===== config.mk =====
export PLATFORM = sky130hd
export DESIGN_NAME = traffic_light_controller
export DESIGN_NICKNAME = d
export VERILOG_FILES = /design/src/design/tlc_pkg.sv /design/src/design/traffic_light_controller.sv /design/src/design/tlc_debounce.sv /design/src/design/tlc_sequencer.sv /design/src/design/tlc_display.sv
export VERILOG_INCLUDE_DIRS = /design/src /design/src/design
export SDC_FILE = /design/constraint.sdc
export NUM_CORES = 1
export LEC_CHECK = 0
export ABC_AREA = 1
export BUFFER_PORTS_ARGS = -buffer_cell sky130_fd_sc_hd__buf_2
export CAP_MARGIN = 20
export CORE_AREA = 5 5 152 154
export CTS_BUF_LIST = sky130_fd_sc_hd__clkbuf_4
export CTS_CLUSTER_SIZE = 30
export DETAILED_ROUTE_END_ITERATION = 6
export DIE_AREA = 0 0 157 159
export PLACE_DENSITY = 0.69
export SYNTH_ARGS = -nofsm -noshare
export SYNTH_HDL_FRONTEND = slang
export SYNTH_HIERARCHICAL = 1
export SYNTH_SLANG_ARGS = --single-unit

===== constraint.sdc =====
create_clock -name clk -period 19.09 [get_ports clk]
set_clock_uncertainty 0.15 [all_clocks]
set_input_delay 0.9545 -clock clk [delete_from_list [all_inputs] [get_ports clk]]
set_output_delay 0.9545 -clock clk [all_outputs]
set_load 0.03 [all_outputs]

===== src/design/traffic_light_controller_assert.svh =====
// ----------------------------------------------------------------------------
// Traffic light controller assertion macros
// Concurrent checks clocked on clk and disabled while rst_n is low.
// ----------------------------------------------------------------------------
`ifndef TRAFFIC_LIGHT_CONTROLLER_ASSERT_SVH
`define TRAFFIC_LIGHT_CONTROLLER_ASSERT_SVH

`ifndef SYNTHESIS
`define TLC_ASSERT_IMP(label, ante, cons, msg) \
  label: assert property (@(posedge clk) disable iff (!rst_n) (ante) |-> (cons)) \
    else $error(msg);
`define TLC_ASSERT_NXT(label, ante, cons, msg) \
  label: assert property (@(posedge clk) disable iff (!rst_n) (ante) |=> (cons)) \
    else $error(msg);
`else
`define TLC_ASSERT_IMP(label, ante, cons, msg)
`define TLC_ASSERT_NXT(label, ante, cons, msg)
`endif

`endif


===== src/design/tlc_pkg.sv =====
// ----------------------------------------------------------------------------
// Traffic light controller package
// Shared widths, register and phase codes, lamp codes and display helpers.
// ----------------------------------------------------------------------------
package tlc_pkg;

  localparam int SEC_W   = 7;
  localparam int WARN_W  = 4;
  localparam int TICK_W  = 10;
  localparam int BLINK_W = 9;
  localparam int DEB_W   = 4;
  localparam int ADDR_W  = 5;
  localparam int DATA_W  = 32;

  localparam logic [2:0] REG_NS_GREEN  = 3'd0;
  localparam logic [2:0] REG_EW_GREEN  = 3'd1;
  localparam logic [2:0] REG_WARN      = 3'd2;
  localparam logic [2:0] REG_TPS       = 3'd3;
  localparam logic [2:0] REG_BLINK     = 3'd4;
  localparam logic [2:0] REG_DEBOUNCE  = 3'd5;

  localparam logic [SEC_W-1:0]   RST_NS_GREEN = 7'd20;
  localparam logic [SEC_W-1:0]   RST_EW_GREEN = 7'd15;
  localparam logic [WARN_W-1:0]  RST_WARN     = 4'd3;
  localparam logic [TICK_W-1:0]  RST_TPS      = 10'd1000;
  localparam logic [BLINK_W-1:0] RST_BLINK    = 9'd500;
  localparam logic [DEB_W-1:0]   RST_DEBOUNCE = 4'd10;

  localparam logic [1:0] PH_NS_GO   = 2'd0;
  localparam logic [1:0] PH_NS_WARN = 2'd1;
  localparam logic [1:0] PH_EW_GO   = 2'd2;
  localparam logic [1:0] PH_EW_WARN = 2'd3;

  localparam logic [2:0] LAMP_OFF = 3'b000;
  localparam logic [2:0] LAMP_GRN = 3'b001;
  localparam logic [2:0] LAMP_YEL = 3'b010;
  localparam logic [2:0] LAMP_RED = 3'b100;

  localparam logic [7:0] SEG_BLANK = 8'hFF;
  localparam logic [6:0] SHOW_MAX  = 7'd99;

  typedef struct packed {
    logic emergency;
    logic leave;
  } key_view_t;

  typedef struct packed {
    logic [1:0]       phase;
    logic [SEC_W-1:0] seconds;
    logic             blink_on;
    logic             sec_evt;
  } seq_view_t;

  function automatic logic [7:0] seg_lookup(logic [3:0] d);
    logic [7:0] s;
    case (d)
      4'd0: s = 8'hC0;
      4'd1: s = 8'hF9;
      4'd2: s = 8'hA4;
      4'd3: s = 8'hB0;
      4'd4: s = 8'h99;
      4'd5: s = 8'h92;
      4'd6: s = 8'h82;
      4'd7: s = 8'hF8;
      4'd8: s = 8'h80;
      4'd9: s = 8'h90;
      default: s = SEG_BLANK;
    endcase
    return s;
  endfunction

  // tens by reciprocal multiply, exact for values up to 99
  function automatic logic [7:0] split_bcd(logic [6:0] v);
    logic [14:0] prod;
    logic [3:0]  tens;
    logic [6:0]  rem;
    prod = {8'd0, v} * 15'd205;
    tens = prod[14:11];
    rem  = v - ({3'd0, tens} * 7'd10);
    return {tens, rem[3:0]};
  endfunction

endpackage


===== src/design/traffic_light_controller.sv =====
// Result: the output register holds the result of an input transfer in the next cycle.
// Throughput: one tick per clock; a tick is accepted whenever the output
//   register is empty or its result is being taken in the same cycle.
// Reset: synchronous active-low rst_n puts the phase at NS go, the countdown
//   at 20 s, all counters, display digits and emergency state at zero and the
//   configuration registers at their defaults.
// ----------------------------------------------------------------------------
// Traffic light controller
// Four-phase crossing controller with blinking warn phases, multiplexed
// seconds display and debounced emergency all-red mode.
// ----------------------------------------------------------------------------
`include "traffic_light_controller_assert.svh"

module traffic_light_controller import tlc_pkg::*; (
  input  logic              clk,
  input  logic              rst_n,
  input  logic              in_valid,
  output logic              in_ready,
  input  logic              in_key_pressed,
  output logic              out_valid,
  input  logic              out_ready,
  output logic [2:0]        out_ns_lamps,
  output logic [2:0]        out_ew_lamps,
  output logic [1:0]        out_digit_select,
  output logic [7:0]        out_segment_code,
  output logic [1:0]        out_phase,
  output logic              out_emergency_active,
  input  logic              psel,
  input  logic              penable,
  input  logic              pwrite,
  input  logic [ADDR_W-1:0] paddr,
  input  logic [DATA_W-1:0] pwdata,
  output logic [DATA_W-1:0] prdata,
  output logic              pready
);

  logic [SEC_W-1:0]   ns_green_r, ew_green_r;
  logic [WARN_W-1:0]  warn_r;
  logic [TICK_W-1:0]  tps_r;
  logic [BLINK_W-1:0] half_r;
  logic [DEB_W-1:0]   deb_r;

  logic       acc, cfg_wr;
  logic [2:0] reg_idx;
  key_view_t  key_view;
  seq_view_t  seq_view;
  logic [1:0] scan_sel;
  logic [7:0] seg;
  logic [2:0] ns_lamps, ew_lamps;

  logic       out_valid_r;
  logic [2:0] out_ns_r, out_ew_r;
  logic [1:0] out_sel_r, out_phase_r;
  logic [7:0] out_seg_r;
  logic       out_emerg_r;

  assign pready   = 1'b1;
  assign reg_idx  = paddr[4:2];
  assign cfg_wr   = psel & penable & pwrite & pready;
  assign in_ready = ~out_valid_r | out_ready;
  assign acc      = in_valid & in_ready;

  always_ff @(posedge clk) begin
    if (!rst_n) begin
      ns_green_r <= RST_NS_GREEN;
      ew_green_r <= RST_EW_GREEN;
      warn_r     <= RST_WARN;
      tps_r      <= RST_TPS;
      half_r     <= RST_BLINK;
      deb_r      <= RST_DEBOUNCE;
    end else if (cfg_wr) begin
      case (reg_idx)
        REG_NS_GREEN: ns_green_r <= pwdata[SEC_W-1:0];
        REG_EW_GREEN: ew_green_r <= pwdata[SEC_W-1:0];
        REG_WARN:     warn_r     <= pwdata[WARN_W-1:0];
        REG_TPS:      tps_r      <= pwdata[TICK_W-1:0];
        REG_BLINK:    half_r     <= pwdata[BLINK_W-1:0];
        REG_DEBOUNCE: deb_r      <= pwdata[DEB_W-1:0];
        default: ;
      endcase
    end
  end

  always_comb begin
    case (reg_idx)
      REG_NS_GREEN: prdata = {{(DATA_W-SEC_W){1'b0}}, ns_green_r};
      REG_EW_GREEN: prdata = {{(DATA_W-SEC_W){1'b0}}, ew_green_r};
      REG_WARN:     prdata = {{(DATA_W-WARN_W){1'b0}}, warn_r};
      REG_TPS:      prdata = {{(DATA_W-TICK_W){1'b0}}, tps_r};
      REG_BLINK:    prdata = {{(DATA_W-BLINK_W){1'b0}}, half_r};
      REG_DEBOUNCE: prdata = {{(DATA_W-DEB_W){1'b0}}, deb_r};
      default:      prdata = '0;
    endcase
  end

  tlc_debounce u_debounce (
    .clk         (clk),
    .rst_n       (rst_n),
    .step_i      (acc),
    .key_i       (in_key_pressed),
    .deb_ticks_i (deb_r),
    .view_o      (key_view)
  );

  tlc_sequencer u_sequencer (
    .clk        (clk),
    .rst_n      (rst_n),
    .step_i     (acc),
    .run_i      (~key_view.emergency),
    .ns_green_i (ns_green_r),
    .ew_green_i (ew_green_r),
    .warn_i     (warn_r),
    .tps_i      (tps_r),
    .half_i     (half_r),
    .view_o     (seq_view)
  );

  tlc_display u_display (
    .clk       (clk),
    .rst_n     (rst_n),
    .step_i    (acc),
    .refresh_i (key_view.leave | seq_view.sec_evt),
    .phase_i   (seq_view.phase),
    .seconds_i (seq_view.seconds),
    .warn_i    (warn_r),
    .sel_o     (scan_sel),
    .seg_o     (seg)
  );

  always_comb begin
    if (key_view.emergency) begin
      ns_lamps = LAMP_RED;
      ew_lamps = LAMP_RED;
    end else begin
      case (seq_view.phase)
        PH_NS_GO: begin
          ns_lamps = LAMP_GRN;
          ew_lamps = LAMP_RED;
        end
        PH_NS_WARN: begin
          ns_lamps = seq_view.blink_on ? LAMP_YEL : LAMP_OFF;
          ew_lamps = LAMP_RED;
        end
        PH_EW_GO: begin
          ns_lamps = LAMP_RED;
          ew_lamps = LAMP_GRN;
        end
        default: begin
          ns_lamps = LAMP_RED;
          ew_lamps = seq_view.blink_on ? LAMP_YEL : LAMP_OFF;
        end
      endcase
    end
  end

  always_ff @(posedge clk) begin
    if (!rst_n) begin
      out_valid_r <= 1'b0;
    end else if (acc) begin
      out_valid_r <= 1'b1;
    end else if (out_ready) begin
      out_valid_r <= 1'b0;
    end
  end

  always_ff @(posedge clk) begin
    if (acc) begin
      out_ns_r    <= ns_lamps;
      out_ew_r    <= ew_lamps;
      out_sel_r   <= scan_sel;
      out_seg_r   <= seg;
      out_phase_r <= seq_view.phase;
      out_emerg_r <= key_view.emergency;
    end
  end

  assign out_valid            = out_valid_r;
  assign out_ns_lamps         = out_ns_r;
  assign out_ew_lamps         = out_ew_r;
  assign out_digit_select     = out_sel_r;
  assign out_segment_code     = out_seg_r;
  assign out_phase            = out_phase_r;
  assign out_emergency_active = out_emerg_r;

  `TLC_ASSERT_NXT(a_result_after_transfer, acc, out_valid_r, "no result after input transfer")
  `TLC_ASSERT_NXT(a_scan_order, acc, out_sel_r == $past(scan_sel), "digit select out of scan order")
  `TLC_ASSERT_IMP(a_emergency_all_red, out_valid_r && out_emerg_r, out_ns_r == LAMP_RED && out_ew_r == LAMP_RED, "emergency result without all red")
  `TLC_ASSERT_IMP(a_frozen_in_emergency, acc && key_view.emergency, !seq_view.sec_evt, "countdown advanced in emergency")
  `TLC_ASSERT_IMP(a_leave_clears, acc && key_view.leave, !key_view.emergency, "leave event while emergency holds")

endmodule


===== src/design/tlc_debounce.sv =====
// ----------------------------------------------------------------------------
// Emergency key debounce
// Tracks the key level per tick and enters or leaves emergency mode after
// the level holds for the configured number of ticks.
// ----------------------------------------------------------------------------
module tlc_debounce import tlc_pkg::*; (
  input  logic             clk,
  input  logic             rst_n,
  input  logic             step_i,
  input  logic             key_i,
  input  logic [DEB_W-1:0] deb_ticks_i,
  output key_view_t        view_o
);

  logic             emerg_r, emerg_nxt;
  logic             prev_r, prev_nxt;
  logic             pend_r, pend_nxt;
  logic [DEB_W-1:0] cnt_r, cnt_nxt;
  logic             want, arm, pend_a, leave;
  logic [DEB_W-1:0] cnt_a;

  always_comb begin
    want      = ~emerg_r;
    arm       = emerg_r ? ~key_i : (key_i & ~prev_r);
    pend_a    = pend_r | arm;
    cnt_a     = pend_r ? cnt_r : '0;
    pend_nxt  = pend_a;
    cnt_nxt   = cnt_a;
    emerg_nxt = emerg_r;
    leave     = 1'b0;
    prev_nxt  = key_i;
    if (pend_a) begin
      if (key_i != want) begin
        pend_nxt = 1'b0;
        cnt_nxt  = '0;
      end else if (cnt_a >= deb_ticks_i) begin
        pend_nxt  = 1'b0;
        cnt_nxt   = '0;
        emerg_nxt = want;
        leave     = ~want;
      end else begin
        cnt_nxt = cnt_a + 1'b1;
      end
    end
  end

  always_ff @(posedge clk) begin
    if (!rst_n) begin
      emerg_r <= 1'b0;
      prev_r  <= 1'b0;
      pend_r  <= 1'b0;
      cnt_r   <= '0;
    end else if (step_i) begin
      emerg_r <= emerg_nxt;
      prev_r  <= prev_nxt;
      pend_r  <= pend_nxt;
      cnt_r   <= cnt_nxt;
    end
  end

  assign view_o.emergency = emerg_nxt;
  assign view_o.leave     = leave;

endmodule


===== src/design/tlc_sequencer.sv =====
// ----------------------------------------------------------------------------
// Phase sequencer
// Blink and seconds counters, countdown and four-phase rotation.
// ----------------------------------------------------------------------------
module tlc_sequencer import tlc_pkg::*; (
  input  logic               clk,
  input  logic               rst_n,
  input  logic               step_i,
  input  logic               run_i,
  input  logic [SEC_W-1:0]   ns_green_i,
  input  logic [SEC_W-1:0]   ew_green_i,
  input  logic [WARN_W-1:0]  warn_i,
  input  logic [TICK_W-1:0]  tps_i,
  input  logic [BLINK_W-1:0] half_i,
  output seq_view_t          view_o
);

  logic [1:0]         phase_r, phase_nxt;
  logic [SEC_W-1:0]   seconds_r, seconds_nxt;
  logic [TICK_W-1:0]  tick_r, tick_nxt;
  logic [BLINK_W-1:0] blink_r, blink_nxt;
  logic               blink_on_r, blink_on_nxt;
  logic               sec_evt;
  logic [BLINK_W:0]   blink_sum;
  logic [TICK_W:0]    tick_sum;
  logic [SEC_W-1:0]   sec_dec;

  always_comb begin
    blink_sum    = {1'b0, blink_r} + 1'b1;
    tick_sum     = {1'b0, tick_r} + 1'b1;
    sec_dec      = (seconds_r != '0) ? seconds_r - 1'b1 : '0;
    phase_nxt    = phase_r;
    seconds_nxt  = seconds_r;
    tick_nxt     = tick_r;
    blink_nxt    = blink_r;
    blink_on_nxt = blink_on_r;
    sec_evt      = 1'b0;
    if (run_i) begin
      if (blink_sum >= {1'b0, half_i}) begin
        blink_nxt    = '0;
        blink_on_nxt = ~blink_on_r;
      end else begin
        blink_nxt = blink_sum[BLINK_W-1:0];
      end
      if (tick_sum >= {1'b0, tps_i}) begin
        tick_nxt = '0;
        sec_evt  = 1'b1;
        if (sec_dec == '0) begin
          phase_nxt = phase_r + 1'b1;
          case (phase_nxt)
            PH_NS_GO: seconds_nxt = ns_green_i;
            PH_EW_GO: seconds_nxt = ew_green_i;
            default:  seconds_nxt = {{(SEC_W-WARN_W){1'b0}}, warn_i};
          endcase
        end else begin
          seconds_nxt = sec_dec;
        end
      end else begin
        tick_nxt = tick_sum[TICK_W-1:0];
      end
    end
  end

  always_ff @(posedge clk) begin
    if (!rst_n) begin
      phase_r    <= PH_NS_GO;
      seconds_r  <= RST_NS_GREEN;
      tick_r     <= '0;
      blink_r    <= '0;
      blink_on_r <= 1'b0;
    end else if (step_i) begin
      phase_r    <= phase_nxt;
      seconds_r  <= seconds_nxt;
      tick_r     <= tick_nxt;
      blink_r    <= blink_nxt;
      blink_on_r <= blink_on_nxt;
    end
  end

  assign view_o.phase    = phase_nxt;
  assign view_o.seconds  = seconds_nxt;
  assign view_o.blink_on = blink_on_nxt;
  assign view_o.sec_evt  = sec_evt;

endmodule


===== src/design/tlc_display.sv =====
// ----------------------------------------------------------------------------
// Multiplexed display
// Holds four decimal digits, scans one per tick and refreshes them from the
// countdown on demand.
// ----------------------------------------------------------------------------
module tlc_display import tlc_pkg::*; (
  input  logic              clk,
  input  logic              rst_n,
  input  logic              step_i,
  input  logic              refresh_i,
  input  logic [1:0]        phase_i,
  input  logic [SEC_W-1:0]  seconds_i,
  input  logic [WARN_W-1:0] warn_i,
  output logic [1:0]        sel_o,
  output logic [7:0]        seg_o
);

  logic [1:0] scan_r;
  logic [3:0] digits_r [4];
  logic [3:0] digits_nxt [4];
  logic [7:0] sec_ext, sum, ns_val, ew_val;
  logic [6:0] ns_sat, ew_sat;
  logic [7:0] ns_bcd, ew_bcd;

  always_comb begin
    sec_ext = {1'b0, seconds_i};
    sum     = sec_ext + {4'd0, warn_i};
    case (phase_i)
      PH_NS_GO: begin
        ns_val = sec_ext;
        ew_val = sum;
      end
      PH_EW_GO: begin
        ns_val = sum;
        ew_val = sec_ext;
      end
      default: begin
        ns_val = sec_ext;
        ew_val = sec_ext;
      end
    endcase
    ns_sat = (ns_val > {1'b0, SHOW_MAX}) ? SHOW_MAX : ns_val[6:0];
    ew_sat = (ew_val > {1'b0, SHOW_MAX}) ? SHOW_MAX : ew_val[6:0];
    ns_bcd = split_bcd(ns_sat);
    ew_bcd = split_bcd(ew_sat);
    digits_nxt[0] = ew_bcd[7:4];
    digits_nxt[1] = ew_bcd[3:0];
    digits_nxt[2] = ns_bcd[7:4];
    digits_nxt[3] = ns_bcd[3:0];
  end

  always_ff @(posedge clk) begin
    if (!rst_n) begin
      scan_r <= '0;
      for (int i = 0; i < 4; i++) begin
        digits_r[i] <= '0;
      end
    end else if (step_i) begin
      scan_r <= scan_r + 1'b1;
      if (refresh_i) begin
        for (int i = 0; i < 4; i++) begin
          digits_r[i] <= digits_nxt[i];
        end
      end
    end
  end

  assign sel_o = scan_r;
  assign seg_o = seg_lookup(digits_r[scan_r]);

endmodule


# Yosys cells after proc, flatten, opt, wreduce, memory -nomap -nowiden
# Memories as Yosys holds them, arrays and structs flattened. A register that Yosys moved wholly into a read port is not among the register bits.
# Index checks and enable logic that the tools add are counted.
# totals
reg_bits	99
latchBits	0
mem_bits_rw	16
mem_bits_ro	112
inputBits	45
wordCells	132
memories	2
# op_classes
add_sub_neg	9
n_mul	4
div_mod_pow	0
n_lt_le_gt_ge	5
eq_ne	9
n_shift	0
n_mux	49
bitwise_logic	17
reduce_logical	14
# mem_list
name	depth	word_bits	read_ports	rd_clocked_by_memory_dff	wr	line_no	text
(name not given)	16	7	1	1	0	tlc_pkg.sv:56	case (d)
u_display.digits_r	4	4	1	1	4	tlc_display.sv:19	logic [3:0] digits_r [4];
# op_table
op	n
case mux 10 bit (6 select lines)	1
2-to-1 mux 7 bit	6
2-to-1 mux 4 bit	8
multiplier 7 x 8 -> 15 bit, second input constant	2
2-to-1 mux 1 bit	21
greater-than comparator 8 x 7 -> 1 bit, second input constant	2
2-to-1 mux 8 bit	2
case mux 7 bit (2 select lines)	1
AND reduction 2 bit	7
2-to-1 mux 2 bit	6
case mux 3 bit (2 select lines)	2
adder 10 x 1 -> 11 bit, second input constant	1
greater-or-equal comparator 11 x 10 -> 1 bit	1
adder 9 x 1 -> 10 bit, second input constant	1
greater-or-equal comparator 10 x 9 -> 1 bit	1
2-to-1 mux 10 bit	1
2-to-1 mux 9 bit	1
adder 7 x 4 -> 8 bit	1
multiplier 4 x 3 -> 3 bit, second input constant	2
subtractor 4 bit	2
logical NOT 7 bit	1
bitwise OR 1 bit	7
nonzero test 7 bit	1
subtractor 7 x 1 -> 7 bit, second input constant	1
other kinds (15)	28

# Depth between registers and ports, before layout
# depth
word_depth	14
ltp_mapped	59
depth_no_buf	58

# By module
# Netlist, hierarchy kept.
# by_module_without_submodules
mod	instances	cells_each	area_per_inst_um2
tlc_display	1	483	3597.2
traffic_light_controller	1	375	2914.0
tlc_sequencer	1	387	2536.2
tlc_debounce	1	75	520.5

# Least setup slack after synthesis
# No wires, ideal clock.
# synth_timing
kind	reg-to-reg
start	register u_sequencer.tick_r[0]
end	memory u_display.digits_r[3][3] (data pin)
t_arrival_ns	7.373
required_ns	18.687
path_slack_ns	11.313
path_stages_with_launch	52
synth_period_minus_slack_ns	7.777
cell_sequence	dfxtp_1 -> ha_1 -> nand2_1 -> nor2_1 -> inv_1 -> nor2_1 -> xnor2_1 -> inv_1 -> ha_1 -> a21oi_1 -> o211ai_1 -> nor2_2 -> nand3_4 -> nand2_2 -> nand2_1 -> nand2_1 -> inv_1 -> ha_1 -> (+16 left out) -> ha_1 -> ha_1 -> nand2_1 -> inv_1 -> nand2_1 -> nand2_1 -> a31oi_1 -> o31ai_1 -> a31oi_1 -> o21ai_1 -> xor2_1 -> inv_1 -> fa_1 -> xnor2_1 -> nand3b_1 -> nand2_1 -> o21ai_1 -> nor2_1
# synth_rtl
element	line_no	text
start, declared	tlc_sequencer.sv:20	logic [TICK_W-1:0] tick_r, tick_nxt;
start signal, assigned	tlc_sequencer.sv:74	tick_r <= tick_nxt;
end, declared	tlc_display.sv:19	

==> results.tsv <==
metric	value	unit
fin_crit_sh	46.5	%
grt_start_max_net_pins	55	
die_x	157	microns
htree_levels	4	
cp_max_fo	14	
synth_cells	1320	
cp-start-kind	flop	
nFillCells	2157	
antenna_found_initial	0	
hold_buffers	0	
p_leak	5.30	nW
grt_usage	17.3	%
post-cts-setup-buffers	0	
synth_warnings	6	
cp-startpoint	u_sequencer/tick_r[0]	
arrival	9.05	ns
worstMarginPinSlew	0.800	ns
r2r_cells	51	
reg2reg_to	u_display/digits_r[3][3]	
ys_types	55	
port_buffers	51	
grt_pass1_wl	36100	microns
ys_ff_latch	117	
routabilityCongestion	0.875	
io_pins	99	
vias_per_cell	4.99	
met1_usage	23.7	%
endpoint	u_display/digits_r[3][3]	
dp.final_hpwl	16400	microns
area_delta_synth_final	6.58	%
antenna_cells	0	
clock-root-buffer	clkbuf_4	
max-clock-path-buffers	2	
timing.setup.tns	0	ns
setup_viol	0	
postRouteAntennaNets	0	
syn_area	9570	sq um
die_area	25000	sq um
worstSkewPairLatency	0.55	ns
overflow	0	
nNetsFinal	1525	
drv_cap	0	
finalCriticalPeriod	8.89	ns
r2r_slack	10.20	ns
yosysSeqAreaShare	28.1	%
first_global_vias	7890	
crit_path_frequent_cell	nand2_1	
cts_sinks	117	
crit_slowest_cell	dfxtp_1	
status	complete, no violations	
relSlewSlack	46.6	%
path_class	reg2reg	
met2_usage	28.6	%
syn_avg_cell_area	7.25	sq um
synthArstFlopShare	0	%
cp.required	19.25	ns
start_util	44.4	%
cts_resized	0	
drive_gt1_share	12.7	%
top_usage_layer	met2	
hold_violations	0	
firstDrtPassIters	5	
cts_buffers	17	
synth_edf_count	35	
p_total	0.955	mW
cts.clk_slew.worst_paths	0.11	ns
vias	8251	
ir_drop	0.0565	mV
rows	54	
critPathCaptureType	flop	
die_y	159	microns
cts_tree	done	
dr.first_iter.drc_count	468	
fmax	113	MHz
rsz0062_at_grt	false	
finalMaxSlewViolations	0	
synthFlopType	dfxtp_1	
gr-usage-met3	3.21	%
wl_per_cell	12.8	microns
drcViolationCount	0	
powerDensity	93.6	nW/um^2
core_region_area	21600	sq um
drt-total-wl	21200	microns
reg2reg_from	u_sequencer/tick_r[0]	
worst_path_largest_cell_delay	0.44	ns
min_path_type	reg2reg	
-- layout make-up --
cell class	count	area [sq um]	area share [%]
multi-input combinational	955	5750	56.4
sequential	117	2690	26.4
inverter	215	811	7.95
tap	280	350	3.44
timing repair buffer	55	285	2.80
clock inverter	14	174	1.71
clock buffer	18	135	1.33
-- where the power goes --
group / total (mW) / leakage, nW / internal (mW) / switching, mW
Combinational: 0.482 / 4.11 / 0.176 / 0.306
Sequential: 0.274 / 1.02 / 0.267 / 0.00685
Clock: 0.199 / 0.168 / 0.0939 / 0.105
-- worst min path at each step --
stage | startpoint | to | slack (ns) | cells past startpoint
after floorplan | u_display/sel_o[1] | out_digit_select[1] | 0.28 | 0
after global placement | u_display/sel_o[1] | out_digit_select[1] | 0.29 | 0
after detailed placement | u_display/sel_o[1] | out_digit_select[1] | 0.28 | 0
after CTS | u_debounce/cnt_r[3] | u_debounce/cnt_r[3] | 0.33 | 2
after global routing | u_display/sel_o[1] | out_digit_select[1] | 0.34 | 0
final | u_debounce/cnt_r[3] | u_debounce/cnt_r[3] | 0.33 | 2
-- cell usage in the layout (no fill, tap or decap), drive strengths merged, types with 3 or more instances in the layout --
cell	instances
a31oi	4
nor2	126
nand3b	7
nand3	122
conb	24
inv	219
a32oi	3
edfxtp	35
o21ai	40
o211ai	3
fa	19
or2	4
dfxtp	82
nand2	363
a22o	3
xnor2	11
clkbuf	18
bufinv	3
buf	55
nor3	7
a21oi	60
nand4	26
xor2	15
ha	100
clkinv	6
-- state kept, by name, indices dropped and copies added (netlist names), 2 cells and up, named ones only --
name                   cells
u_sequencer/tick_r        10
out_digit_select           2
out_ns_lamps               3
out_phase                  2
out_segment_code           8
u_display/sel_o            2
tps_r                     10
u_sequencer/phase_r        2
u_sequencer/seconds_r      7
ns_green_r                 7
u_debounce/cnt_r           4
u_sequencer/blink_r        9
ew_green_r                 7
u_display/digits_r        16
half_r                     9
warn_r                     4
deb_r                      4
out_ew_lamps               3
-- layer usage --
metal / up-vias / routed length, microns
met5: - / 0
met4: 0 / 230
met3: 21 / 965
met2: 168 / 9960
met1: 3786 / 10000
li1: 4276 / -
-- metrics by stage --
step	hold slack [ns]	instances	worst slack (ns)	utilization, %	cell area [sq um]
after CTS	0.326	1654	10.20	47.3	10200
after floorplan	0.278	1341	11.31	-	9650
after detailed placement	0.284	1622	10.21	45.9	9890
final	0.325	1654	10.20	47.3	10200
after global placement	0.286	1622	10.31	45.9	9890
after global routing	0.336	1654	9.45	47.3	10200
-- worst max-delay path, delay by kind of cell (launching register included) --
family / cells / cell delay (ns)
adder cells (fa/ha/maj): 10 / 3.37
AND/OR/NAND/NOR: 22 / 2.45
AO/OA/AOI/OAI: 8 / 1.10
buffers and inverters: 8 / 0.61
XOR/XNOR: 3 / 0.53
flip-flops: 1 / 0.44
-- synthesized netlist by cell type (all sizes together) (3+ instances only) --
| cell type | instances | share of area, % |
|---|---|---|
| o211ai | 3 | 0.24 |
| conb | 3 | 0.12 |
| fa | 19 | 4.0 |
| xor2 | 15 | 1.4 |
| a21oi | 60 | 3.3 |
| edfxtp | 35 | 11 |
| a32oi | 3 | 0.27 |
| or2 | 4 | 0.26 |
| a31oi | 4 | 0.26 |
| clkbuf | 10 | 0.64 |
| buf | 44 | 3.6 |
| nand2 | 363 | 15 |
| ha | 100 | 13 |
| inv | 213 | 8.4 |
| o21ai | 40 | 2.2 |
| nor2 | 126 | 6.1 |
| dfxtp | 82 | 17 |
| nand3b | 7 | 0.55 |
| nand3 | 122 | 7.5 |
| nor3 | 7 | 0.37 |
| xnor2 | 11 | 1.0 |
| nand4 | 26 | 1.8 |
| a22o | 3 | 0.27 |
-- logic make-up (layout without fill, tap and decap cells) --
logic type	count (synthesis)	count (layout)	share of synthesized area, %
simple gates	658	658	31.8
other cells	3	24	0.118
compound gates	128	128	7.83
buf+inv	269	302	12.7
fa+ha+maj	119	119	17.1
xor+xnor	26	26	2.38
flops	117	117	28.1
Note: power is estimated with default switching activity, not from simulation.
